`src/rtl/pbsu_pkg.sv`:
```
`timescale 1ns / 1ps
// ----------------------------------------------------------------------------
// pbsu_pkg
// Shared types and constants for the PCM byte stream unpacker.
// ----------------------------------------------------------------------------
package pbsu_pkg;

   localparam int BYTE_W       = 8;
   localparam int SAMPLE_W     = 32;
   localparam int CSR_INDEX_W  = 3;
   localparam int CSR_DATA_W   = 63;
   localparam int LENGTH_W     = 63;
   localparam int SBYTES_W     = 3;
   localparam int CHANS_W      = 2;

   localparam logic [CSR_INDEX_W-1:0] CSR_SAMPLE_BYTES  = 3'd0;
   localparam logic [CSR_INDEX_W-1:0] CSR_CHANNEL_COUNT = 3'd1;
   localparam logic [CSR_INDEX_W-1:0] CSR_BIG_ENDIAN    = 3'd2;
   localparam logic [CSR_INDEX_W-1:0] CSR_LENGTH_KNOWN  = 3'd3;
   localparam logic [CSR_INDEX_W-1:0] CSR_BODY_LENGTH   = 3'd4;

   typedef struct packed {
      logic                       frame_valid;
      logic signed [SAMPLE_W-1:0] left_sample;
      logic signed [SAMPLE_W-1:0] right_sample;
      logic                       body_end;
      logic                       length_error;
      logic                       partial_frame_error;
   } rsp_type;

endpackage

```
`src/rtl/pbsu_out_buf.sv`:
```
`timescale 1ns / 1ps
// ----------------------------------------------------------------------------
// pbsu_out_buf
// Two-entry output stage: result register plus skid register, so the input
// side stall is a registered signal.
// ----------------------------------------------------------------------------
module pbsu_out_buf (
   input  logic             clock,
   input  logic             reset,
   input  logic             push_valid,
   input  pbsu_pkg::rsp_type push_data,
   output logic             push_stall,
   output logic             out_valid,
   output pbsu_pkg::rsp_type out_data,
   input  logic             out_stall
);

   logic              main_valid_ff;
   logic              skid_valid_ff;
   pbsu_pkg::rsp_type main_data_ff;
   pbsu_pkg::rsp_type skid_data_ff;
   logic              main_free;

   assign main_free  = !main_valid_ff || !out_stall;
   assign push_stall = skid_valid_ff;
   assign out_valid  = main_valid_ff;
   assign out_data   = main_data_ff;

   always_ff @(posedge clock) begin
      if (reset) begin
         main_valid_ff <= 1'b0;
         skid_valid_ff <= 1'b0;
      end else if (main_free) begin
         if (skid_valid_ff) begin
            main_valid_ff <= 1'b1;
            skid_valid_ff <= push_valid;
         end else begin
            main_valid_ff <= push_valid;
         end
      end else if (push_valid) begin
         skid_valid_ff <= 1'b1;
      end
   end

   always_ff @(posedge clock) begin
      if (main_free) begin
         if (skid_valid_ff) begin
            main_data_ff <= skid_data_ff;
            skid_data_ff <= push_data;
         end else begin
            main_data_ff <= push_data;
         end
      end else if (push_valid) begin
         skid_data_ff <= push_data;
      end
   end

endmodule

```
`src/rtl/pcm_byte_stream_unpacker_core.sv`:
```
`timescale 1ns / 1ps
// ----------------------------------------------------------------------------
// pcm_byte_stream_unpacker_core
// Gathers PCM body bytes into frames and emits left-justified samples.
// ----------------------------------------------------------------------------
// Usage:
//   req_*  : one body byte per word (req_valid / req_stall).
//   rsp_*  : one result word per accepted byte (rsp_valid / rsp_stall),
//            carrying frame_valid, both samples and the end-of-body flags.
//   csr_*  : register writes (index, data); csr_ready is always high.
//            Write only while no byte is in flight.
// Each byte is unpacked against the held frame bytes and registered on the
// accepting edge, in the skid register if the result register is stalled.
// Throughput is one byte per cycle while req_stall stays low.
// A skid register behind the result register absorbs one word when the
// receiver stalls; req_stall rises only once that skid word is occupied.
// Reset clears the held byte count, the remaining-byte counter and the
// registers to their defaults (16-bit stereo, little endian, length unknown).
// ----------------------------------------------------------------------------
module pcm_byte_stream_unpacker_core #(
   parameter int MAX_SAMPLE_BYTES = 4,
   parameter int MAX_CHANNELS     = 2
) (
   input  logic                                  clock,
   input  logic                                  reset,
   input  logic                                  req_valid,
   output logic                                  req_stall,
   input  logic [pbsu_pkg::BYTE_W-1:0]           req_data_byte,
   output logic                                  rsp_valid,
   input  logic                                  rsp_stall,
   output logic                                  rsp_frame_valid,
   output logic signed [pbsu_pkg::SAMPLE_W-1:0]  rsp_left_sample,
   output logic signed [pbsu_pkg::SAMPLE_W-1:0]  rsp_right_sample,
   output logic                                  rsp_body_end,
   output logic                                  rsp_length_error,
   output logic                                  rsp_partial_frame_error,
   input  logic                                  csr_valid,
   output logic                                  csr_ready,
   input  logic [pbsu_pkg::CSR_INDEX_W-1:0]      csr_index,
   input  logic [pbsu_pkg::CSR_DATA_W-1:0]       csr_data
);

   localparam int USED_CHANNELS = (MAX_CHANNELS > 2) ? 2 : MAX_CHANNELS;
   localparam int HOLD_DEPTH    = MAX_SAMPLE_BYTES * USED_CHANNELS;
   localparam int HCNT_W        = $clog2(HOLD_DEPTH + 1);

   logic [pbsu_pkg::SBYTES_W-1:0] sample_bytes_ff;
   logic [pbsu_pkg::CHANS_W-1:0]  channel_count_ff;
   logic                          big_endian_ff;
   logic                          length_known_ff;
   logic [pbsu_pkg::LENGTH_W-1:0] remaining_ff;
   logic [pbsu_pkg::LENGTH_W-1:0] remaining_in;
   logic [HCNT_W-1:0]             held_cnt_ff;
   logic [HCNT_W-1:0]             held_cnt_in;
   logic [HCNT_W-1:0]             held_cnt_inc;
   logic [pbsu_pkg::BYTE_W-1:0]   held_ff [HOLD_DEPTH];
   logic [pbsu_pkg::BYTE_W-1:0]   cur_bytes [HOLD_DEPTH];

   logic [pbsu_pkg::SBYTES_W-1:0] width_eff;
   logic [pbsu_pkg::CHANS_W-1:0]  chans_eff;
   logic [HCNT_W-1:0]             frame_size;
   logic                          accept;
   logic                          csr_write;
   logic                          len_err;
   logic                          out_buf_stall;
   pbsu_pkg::rsp_type             rsp_in;
   pbsu_pkg::rsp_type             rsp_out;

   assign accept    = req_valid && !req_stall;
   assign csr_ready = 1'b1;
   assign csr_write = csr_valid && csr_ready;
   assign req_stall = out_buf_stall;

   // effective format
   always_comb begin
      if (sample_bytes_ff < 3'd2) begin
         width_eff = 3'd2;
      end else if (32'(sample_bytes_ff) > MAX_SAMPLE_BYTES) begin
         width_eff = pbsu_pkg::SBYTES_W'(MAX_SAMPLE_BYTES);
      end else begin
         width_eff = sample_bytes_ff;
      end
      if (channel_count_ff == 2'd0) begin
         chans_eff = 2'd1;
      end else if (32'(channel_count_ff) > USED_CHANNELS) begin
         chans_eff = pbsu_pkg::CHANS_W'(USED_CHANNELS);
      end else begin
         chans_eff = channel_count_ff;
      end
      if (chans_eff == 2'd2) begin
         frame_size = HCNT_W'({width_eff, 1'b0});
      end else begin
         frame_size = HCNT_W'(width_eff);
      end
   end

   // frame view with the incoming byte in place
   always_comb begin
      for (int i = 0; i < HOLD_DEPTH; i++) begin
         if (held_cnt_ff == HCNT_W'(i)) begin
            cur_bytes[i] = req_data_byte;
         end else begin
            cur_bytes[i] = held_ff[i];
         end
      end
   end

   always_comb begin
      int idx;
      int pos;
      logic [pbsu_pkg::BYTE_W-1:0] sel;
      logic [pbsu_pkg::SAMPLE_W-1:0] samp [2];

      len_err      = length_known_ff && (remaining_ff == '0);
      remaining_in = remaining_ff;
      held_cnt_in  = held_cnt_ff;
      held_cnt_inc = held_cnt_ff + HCNT_W'(1);
      rsp_in       = '0;

      for (int ch = 0; ch < 2; ch++) begin
         samp[ch] = '0;
         for (int b = 0; b < MAX_SAMPLE_BYTES; b++) begin
            pos = big_endian_ff ? b : (32'(width_eff) - 1 - b);
            idx = ch * 32'(width_eff) + pos;
            sel = '0;
            for (int i = 0; i < HOLD_DEPTH; i++) begin
               if (idx == i) begin
                  sel = cur_bytes[i];
               end
            end
            if (b < 32'(width_eff)) begin
               samp[ch][pbsu_pkg::SAMPLE_W-1-pbsu_pkg::BYTE_W*b -: pbsu_pkg::BYTE_W] = sel;
            end
         end
      end

      if (!len_err) begin
         if (length_known_ff) begin
            remaining_in = remaining_ff - pbsu_pkg::LENGTH_W'(1);
         end
         if (held_cnt_inc >= frame_size) begin
            held_cnt_in        = '0;
            rsp_in.frame_valid = 1'b1;
            rsp_in.left_sample = samp[0];
            if (chans_eff == 2'd2) begin
               rsp_in.right_sample = samp[1];
            end
         end else begin
            held_cnt_in = held_cnt_inc;
         end
      end

      rsp_in.length_error        = len_err;
      rsp_in.body_end            = length_known_ff && (remaining_in == '0);
      rsp_in.partial_frame_error = rsp_in.body_end && (held_cnt_in != '0);
   end

   always_ff @(posedge clock) begin
      if (reset) begin
         sample_bytes_ff  <= 3'd2;
         channel_count_ff <= 2'd2;
         big_endian_ff    <= 1'b0;
         length_known_ff  <= 1'b0;
         remaining_ff     <= '0;
         held_cnt_ff      <= '0;
      end else begin
         if (accept) begin
            remaining_ff <= remaining_in;
            held_cnt_ff  <= held_cnt_in;
         end
         if (csr_write) begin
            unique case (csr_index)
               pbsu_pkg::CSR_SAMPLE_BYTES: begin
                  sample_bytes_ff <= csr_data[pbsu_pkg::SBYTES_W-1:0];
               end
               pbsu_pkg::CSR_CHANNEL_COUNT: begin
                  channel_count_ff <= csr_data[pbsu_pkg::CHANS_W-1:0];
               end
               pbsu_pkg::CSR_BIG_ENDIAN: begin
                  big_endian_ff <= csr_data[0];
               end
               pbsu_pkg::CSR_LENGTH_KNOWN: begin
                  length_known_ff <= csr_data[0];
               end
               pbsu_pkg::CSR_BODY_LENGTH: begin
                  remaining_ff <= csr_data[pbsu_pkg::LENGTH_W-1:0];
               end
               default: begin
               end
            endcase
         end
      end
   end

   always_ff @(posedge clock) begin
      for (int i = 0; i < HOLD_DEPTH; i++) begin
         if (accept && !len_err && held_cnt_ff == HCNT_W'(i)) begin
            held_ff[i] <= req_data_byte;
         end
      end
   end

   pbsu_out_buf u_out_buf (
      .clock      (clock),
      .reset      (reset),
      .push_valid (accept),
      .push_data  (rsp_in),
      .push_stall (out_buf_stall),
      .out_valid  (rsp_valid),
      .out_data   (rsp_out),
      .out_stall  (rsp_stall)
   );

   assign rsp_frame_valid         = rsp_out.frame_valid;
   assign rsp_left_sample         = rsp_out.left_sample;
   assign rsp_right_sample        = rsp_out.right_sample;
   assign rsp_body_end            = rsp_out.body_end;
   assign rsp_length_error        = rsp_out.length_error;
   assign rsp_partial_frame_error = rsp_out.partial_frame_error;

`ifndef SYNTHESIS
   a_held_in_range: assert property (@(posedge clock) disable iff (reset)
      held_cnt_ff < HCNT_W'(HOLD_DEPTH))
      else $error("held byte count out of range");

   a_dropped_byte_keeps_frame: assert property (@(posedge clock) disable iff (reset)
      accept && len_err |=> $stable(held_cnt_ff))
      else $error("dropped byte changed the held frame");

   a_err_no_frame: assert property (@(posedge clock) disable iff (reset)
      rsp_valid && rsp_length_error |-> !rsp_frame_valid && rsp_body_end)
      else $error("length error word carries a frame or lacks the body end flag");

   a_partial_needs_done: assert property (@(posedge clock) disable iff (reset)
      rsp_valid && rsp_partial_frame_error |-> rsp_body_end && !rsp_frame_valid)
      else $error("partial frame flagged without end of body");
`endif

endmodule

```
`config.mk`:
```
export PLATFORM = sky130hd
export DESIGN_NAME = pcm_byte_stream_unpacker_core
export DESIGN_NICKNAME = d
export VERILOG_FILES = /design/src/rtl/pbsu_pkg.sv /design/src/rtl/pbsu_out_buf.sv /design/src/rtl/pcm_byte_stream_unpacker_core.sv
export SDC_FILE = /design/constraint.sdc
export NUM_CORES = 1
export LEC_CHECK = 0
export ABC_CLOCK_PERIOD_IN_PS = 10400
export BUFFER_PORTS_ARGS = -buffer_cell sky130_fd_sc_hd__buf_2
export CAP_MARGIN = 20
export CORE_ASPECT_RATIO = 0.75
export CORE_MARGIN = 2
export CORE_UTILIZATION = 25
export DETAILED_ROUTE_END_ITERATION = 6
export HOLD_SLACK_MARGIN = 0.06
export PLACE_DENSITY = 0.41
export SETUP_SLACK_MARGIN = 0.5
export SLEW_MARGIN = 40
export SYNTH_ARGS = -nofsm -noshare
export SYNTH_HDL_FRONTEND = slang
export SYNTH_SLANG_ARGS = --single-unit
```
`constraint.sdc`:
```
create_clock -name clock -period 10.4 [get_ports clock]
set_input_delay 3.12 -clock clock [delete_from_list [all_inputs] [get_ports clock]]
set_output_delay 3.12 -clock clock [all_outputs]
set_load 0.01 [all_outputs]
```
# After elaboration in Yosys (flattened, before gate mapping)
# Memory sizes are Yosys's and may differ from the RTL's.
# Index checks and enable logic that the tools add are counted.
# word_totals
mem_bits_ro	0
word_cells	297
out_inout_bits	71
latch_bits	0
input_bits	79
ff_bits	212
ram_bits	64
n_memories	1
# classes
mux	144
eq_ne	69
n_addsub	10
magnitude_cmp	8
multipliers	0
reduce_logical	45
div	0
shifts	0
n_bitwise	0
# mem_list
memory	depth	word_bits	read_ports	rd_clocked_by_memory_dff	write_ports	line	rtl
held_ff	8	8	8	0	1	pcm_byte_stream_unpacker_core.sv:56	logic [pbsu_pkg::BYTE_W-1:0] held_ff [HOLD_DEPTH];
# ops
cell	count
32-bit by 4-bit equality test with 1-bit output, second input constant	32
8-bit two-way mux	87
32-bit by 3-bit equality test with 1-bit output, second input constant	16
63-bit two-way mux	5
68-bit two-way mux	4
32-bit by 2-bit equality test with 1-bit output, second input constant	8
32-bit logical NOT	8
32-bit two-way mux	5
65-bit two-way mux	2
3-bit by 32-bit adder with 32-bit output	4
63-bit logical NOT	2
63-bit by 1-bit subtractor with 63-bit output, second input constant	1
8-bit OR reduction	7
32-bit by 1-bit subtractor with 32-bit output, second input constant	1
32-bit by 2-bit subtractor with 32-bit output, second input constant	1
1-bit two-way mux	27
3-bit two-way mux	9
4-bit by 3-bit equality test with 1-bit output, second input constant	4
1-bit logical AND	13
4-bit two-way mux	3
2-bit AND reduction	5
4-bit by 2-bit equality test with 1-bit output, second input constant	2
3-bit by 2-bit equality test with 1-bit output, second input constant	2
1-bit by 3-bit less-than comparator with 1-bit output, first input constant	2
21 further kinds	26

# Depth between registers and ports, before layout
# depth
depth_word	22
ltp_mapped	21
mapped_depth_nobuf	19

# By module
# A second synthesis with hierarchy kept.
# hier_totals
cells_unflattened	1794
hier_area_um2	17613.1
# by_module_without_submodules
mod	seq_area_each_um2	n_inst	cells_each	area_per_inst_um2
pcm_byte_stream_unpacker_core	3383.2	1	1573	12275.5
pbsu_out_buf	4124.0	1	221	5337.6

# Worst setup path before layout
# OpenSTA, ideal clock, no wires.
# synth_timing
path_type	input to register
from	input rsp_stall
to	register u_out_buf.skid_data_ff[0] (netlist bit), enable pin
required_time_ns	9.813
arrival_time_ns	9.663
setup_ns	0.587
slack_ns	0.150
path_stages	2
path_buffers	0
cell_sequence	nand2_1 -> o21ai_0
# synth_between
elab_chain_cells	4
word_cells_on_any_way	5
classes_between	eq/ne (1); reduce/logical (4)
# synth_rtl
element	line	rtl
start, declared	pcm_byte_stream_unpacker_core.sv:30	input logic rsp_stall,
1-bit logical NOT *	pbsu_out_buf.sv:24	assign main_free = !main_valid_ff || !out_stall;
1-bit logical OR *	pbsu_out_buf.sv:24	
2-bit by 1-bit != test with 1-bit output (no line) / 2-bit nonzero test (equally long branches)	--	
2-bit AND reduction (no line) *	--	
end signal, assigned	pbsu_out_buf.sv:49	skid_data_ff <= push_data;
end signal, assigned	pbsu_out_buf.sv:54	skid_data_ff <= push_data;
end, declared	pbsu_out_buf.sv:21	pbsu_pkg::rsp_type skid_data_ff;
# Mark *: on every way between the ends. The rest lies on a longest branch, timed or not.
# A chain may end at the register's enable or synchronous reset.

==> qor.yml <==
power_density_nw_per_um2: 147
clock.fmax_mhz: 160
antenna_found_initial: 4
critical_path.startpoint: "sample_bytes_ff[0]"
floorplan.io_pins: 150
row_count: 84
grt_first_pass_wirelength_um: 116000
synth.avg_cell_area_um2: 9.71
clk_latency_ps: 570
tritoncts: "yes"
final-setup-viol-count: 0
worstPathCellList: "nand2_1, nor2_2, inv_1, ha_1, xnor2_1, nor2_1, ha_1, a21oi_1, nand2b_1, ha_1, nor4bb_1, nand4_1, a21oi_1, nand2_1, nor2_1, a21oi_1, o31ai_1, a311oi_1, mux2_2"
cts_resized: 0
worstReg2RegStart: "sample_bytes_ff[0]"
floorplan.die.width_um: 310
area.growth.synth_to_final_pct: 18.7
place.gp.congestion: 0.993
post-place-cells: 2853
timing.critical_path.buf_inv: 1
r2r-end: "u_out_buf.out_data[28]"
fin_tns_setup_ps: 0
die_h_um: 234
placeable_core_area_um2: 69800
first_global_vias: 15529
critPathRequiredTime_ps: 10700
post_synthesis_register_bit_count: 275
peak_supply_drop_uv: 102
reg2reg_slack_ps: 4170
detailroute.via_count: 16157
number_of_nets_with_antenna_violations_after_detailed_routing: 0
cts.hold.buffers_added: 0
fin_nets: 2056
finalWorstPathRequiredPeriod_ps: 6230
final_max_slew_viol_count: 0
hold_path.class: "reg2reg"
post_synth_instance_area_um2: 17600
dp_worst_setup_slack_ps: 4330
synthesis.nets: 1921
clockBufferDepth: 3
maximum_number_of_pins_on_one_net_before_global_route_repair: 76
timing.max_slew.rel_slack: 0.341
insertedDiodeCount: 0
fillers: 7470
clk_pin_slew_worst_paths_ps: 60
cts_htree_levels: 2
violation_count_after_the_first_detailed_route_iteration: 1889
placed_instance_area_um2: 19700
port_buffers: 148
power.leakage_nw: 7.65
timing.critical_path.arrival_ps: 6530
min_from: "u_out_buf.skid_data_ff[30]"
path_depth: 19
final_area_um2: 20900
clockRootBuffer: "sky130_fd_sc_hd__clkbuf_16"
post-cts-setup-buffers: 0
final_core_utilization: 0.299
critical_path_peak_fanout: 17
finalHoldViolations: 0
dpl.hpwl_um: 59300
critPathTopFamily: "simple AND/OR/NAND/NOR gates"
cp-endpoint: "u_out_buf.out_data[28]"
yosysWarningCount: 0
detail_route.wirelength_um: 81400
die_area_um2: 72400
worstSetupPathType: "reg2reg"
hold_ws_ps: 522
clock_skew_ps: 19.8
globalRouteOverflowTotal: 0
final_cell_count_no_fill: 2915
critPathCaptureType: "flop"
tritoncts_buffers: 35
clkSinkCount: 275
avgRoutedWirePerCell_um: 27.9
synthCells: 1809
timing.critical_path.slowest_cell_delay_ps: 740
share_of_post_route_cells_with_drive_strength_above_1: 0.218
synthArstFlopShare: 0
rsz_0062_raised_after_global_routing: "no"
synth_edf_count: 200
initial_core_util: 0.252
critical_path.startpoint_type: "flop"
yosysSeqAreaShare: 0.427
yosys.cell_types.count: 89
cap_violations: 0
finalCritPeriodShare: 0.599
detail_route.first_pass.iterations: 6
cpMaxStageDelayCell: "sky130_fd_sc_hd__nor2_2"
vias_per_cell: 5.54
register_to_register_path_depth: 19
status: "completed"
drc_errors: 0
fin_total_pwr_mw: 3.06
global_route.usage.total: 0.222
tightest_slew_ps: 961
ys.flop_type: "sky130_fd_sc_hd__edfxtp_1"
layout_setup_ws_ps: 4170
-- worst reg2reg max path, delay by kind of cell (launching register included) --
family | cells | cell delay (ps)
flops | 1 | 360
compound gates | 5 | 960
simple gates | 8 | 2540
xor+xnor | 1 | 250
mux | 1 | 310
fa+ha+maj | 3 | 1030
buf+inv | 1 | 510
-- placed cells by master (no fill, tap or decap), drive strengths merged, types with 13 or more instances in the layout --
cell type	instances
a211oi	64
a21oi	58
a22oi	13
a311oi	13
and2	20
buf	210
clkbuf	45
dfxtp	75
edfxtp	200
ha	33
inv	33
mux2	77
mux2i	75
nand2	147
nand2b	20
nand3	50
nand4	21
nor2	219
nor3	61
nor4	34
o21ai	65
o22ai	77
o31ai	25
or3	27
xnor2	44
xor2	33
-- logic make-up after synthesis --
group | after synthesis | share of synthesized area
flops | 275 | 0.427
fa+ha+maj | 33 | 0.0235
compound gates | 448 | 0.178
buf+inv | 143 | 0.0323
xor+xnor | 77 | 0.0384
other cells | 1 | 0.000213
simple gates | 668 | 0.193
mux | 164 | 0.107
-- power breakdown --
group	switching (mW)	internal, mW
registers	0.0331	1.22
logic	0.378	0.183
clock network	0.537	0.709
-- synthesized netlist by cell type, types with 21 or more instances --
library cell	number	area [µm²]
sky130_fd_sc_hd__a211oi_1	64	480
sky130_fd_sc_hd__a21oi_1	58	290
sky130_fd_sc_hd__clkbuf_1	92	345
sky130_fd_sc_hd__dfxtp_1	75	1500
sky130_fd_sc_hd__edfxtp_1	200	6010
sky130_fd_sc_hd__ha_1	33	413
sky130_fd_sc_hd__inv_1	29	109
sky130_fd_sc_hd__mux2_2	77	867
sky130_fd_sc_hd__mux2i_1	75	751
sky130_fd_sc_hd__nand2_1	147	552
sky130_fd_sc_hd__nand3_1	47	235
sky130_fd_sc_hd__nand4_1	21	131
sky130_fd_sc_hd__nor2_1	217	815
sky130_fd_sc_hd__nor3_1	56	280
sky130_fd_sc_hd__nor4_1	26	163
sky130_fd_sc_hd__o21ai_0	65	325
sky130_fd_sc_hd__o22ai_1	77	482
sky130_fd_sc_hd__o31ai_1	24	180
sky130_fd_sc_hd__or3_1	25	156
sky130_fd_sc_hd__xnor2_1	44	385
sky130_fd_sc_hd__xor2_1	33	289
-- sequential cells by signal, indices dropped and copies added (netlist names), 3 cells and up --
signal	flops
remaining_ff	63
sample_bytes_ff	3
u_out_buf.skid_data_ff	68
u_out_buf.out_data	68
held_cnt_ff	4
held_ff	64
-- worst min path at each step --
stage                                   to  slack, ps  cells after the start
finish              u_out_buf.out_data[30]        520                      2
detailed placement  u_out_buf.out_data[31]        510                      2
global placement          remaining_ff[62]        500                      2
floorplan                 remaining_ff[62]        480                      2
CTS                 u_out_buf.out_data[30]        530                      2
global route        u_out_buf.out_data[30]        550                      2
-- cell type report --
| type | instances | area [µm²] | share of cell area |
|---|---|---|---|
| clock inverters | 17 | 181 | 0.00870 |
| clock buffers | 45 | 953 | 0.0457 |
| flip-flops and latches | 275 | 7510 | 0.360 |
| well taps | 946 | 1180 | 0.0568 |
| repair buffers | 210 | 1210 | 0.0582 |
| multi-input cells | 1391 | 9690 | 0.465 |
| inverters | 31 | 116 | 0.00558 |
-- per-layer routing --
| layer | share of wire | vias up | global-route usage |
|---|---|---|---|
| li1 | - | 7228 | - |
| met1 | 0.48 | 8065 | 0.337 |
| met2 | 0.40 | 731 | 0.304 |
| met3 | 0.098 | 131 | 0.0628 |
| met4 | 0.024 | 2 | 0.0542 |
| met5 | 0.00016 | - | 0 |
Power figures use the tool's default switching activity.
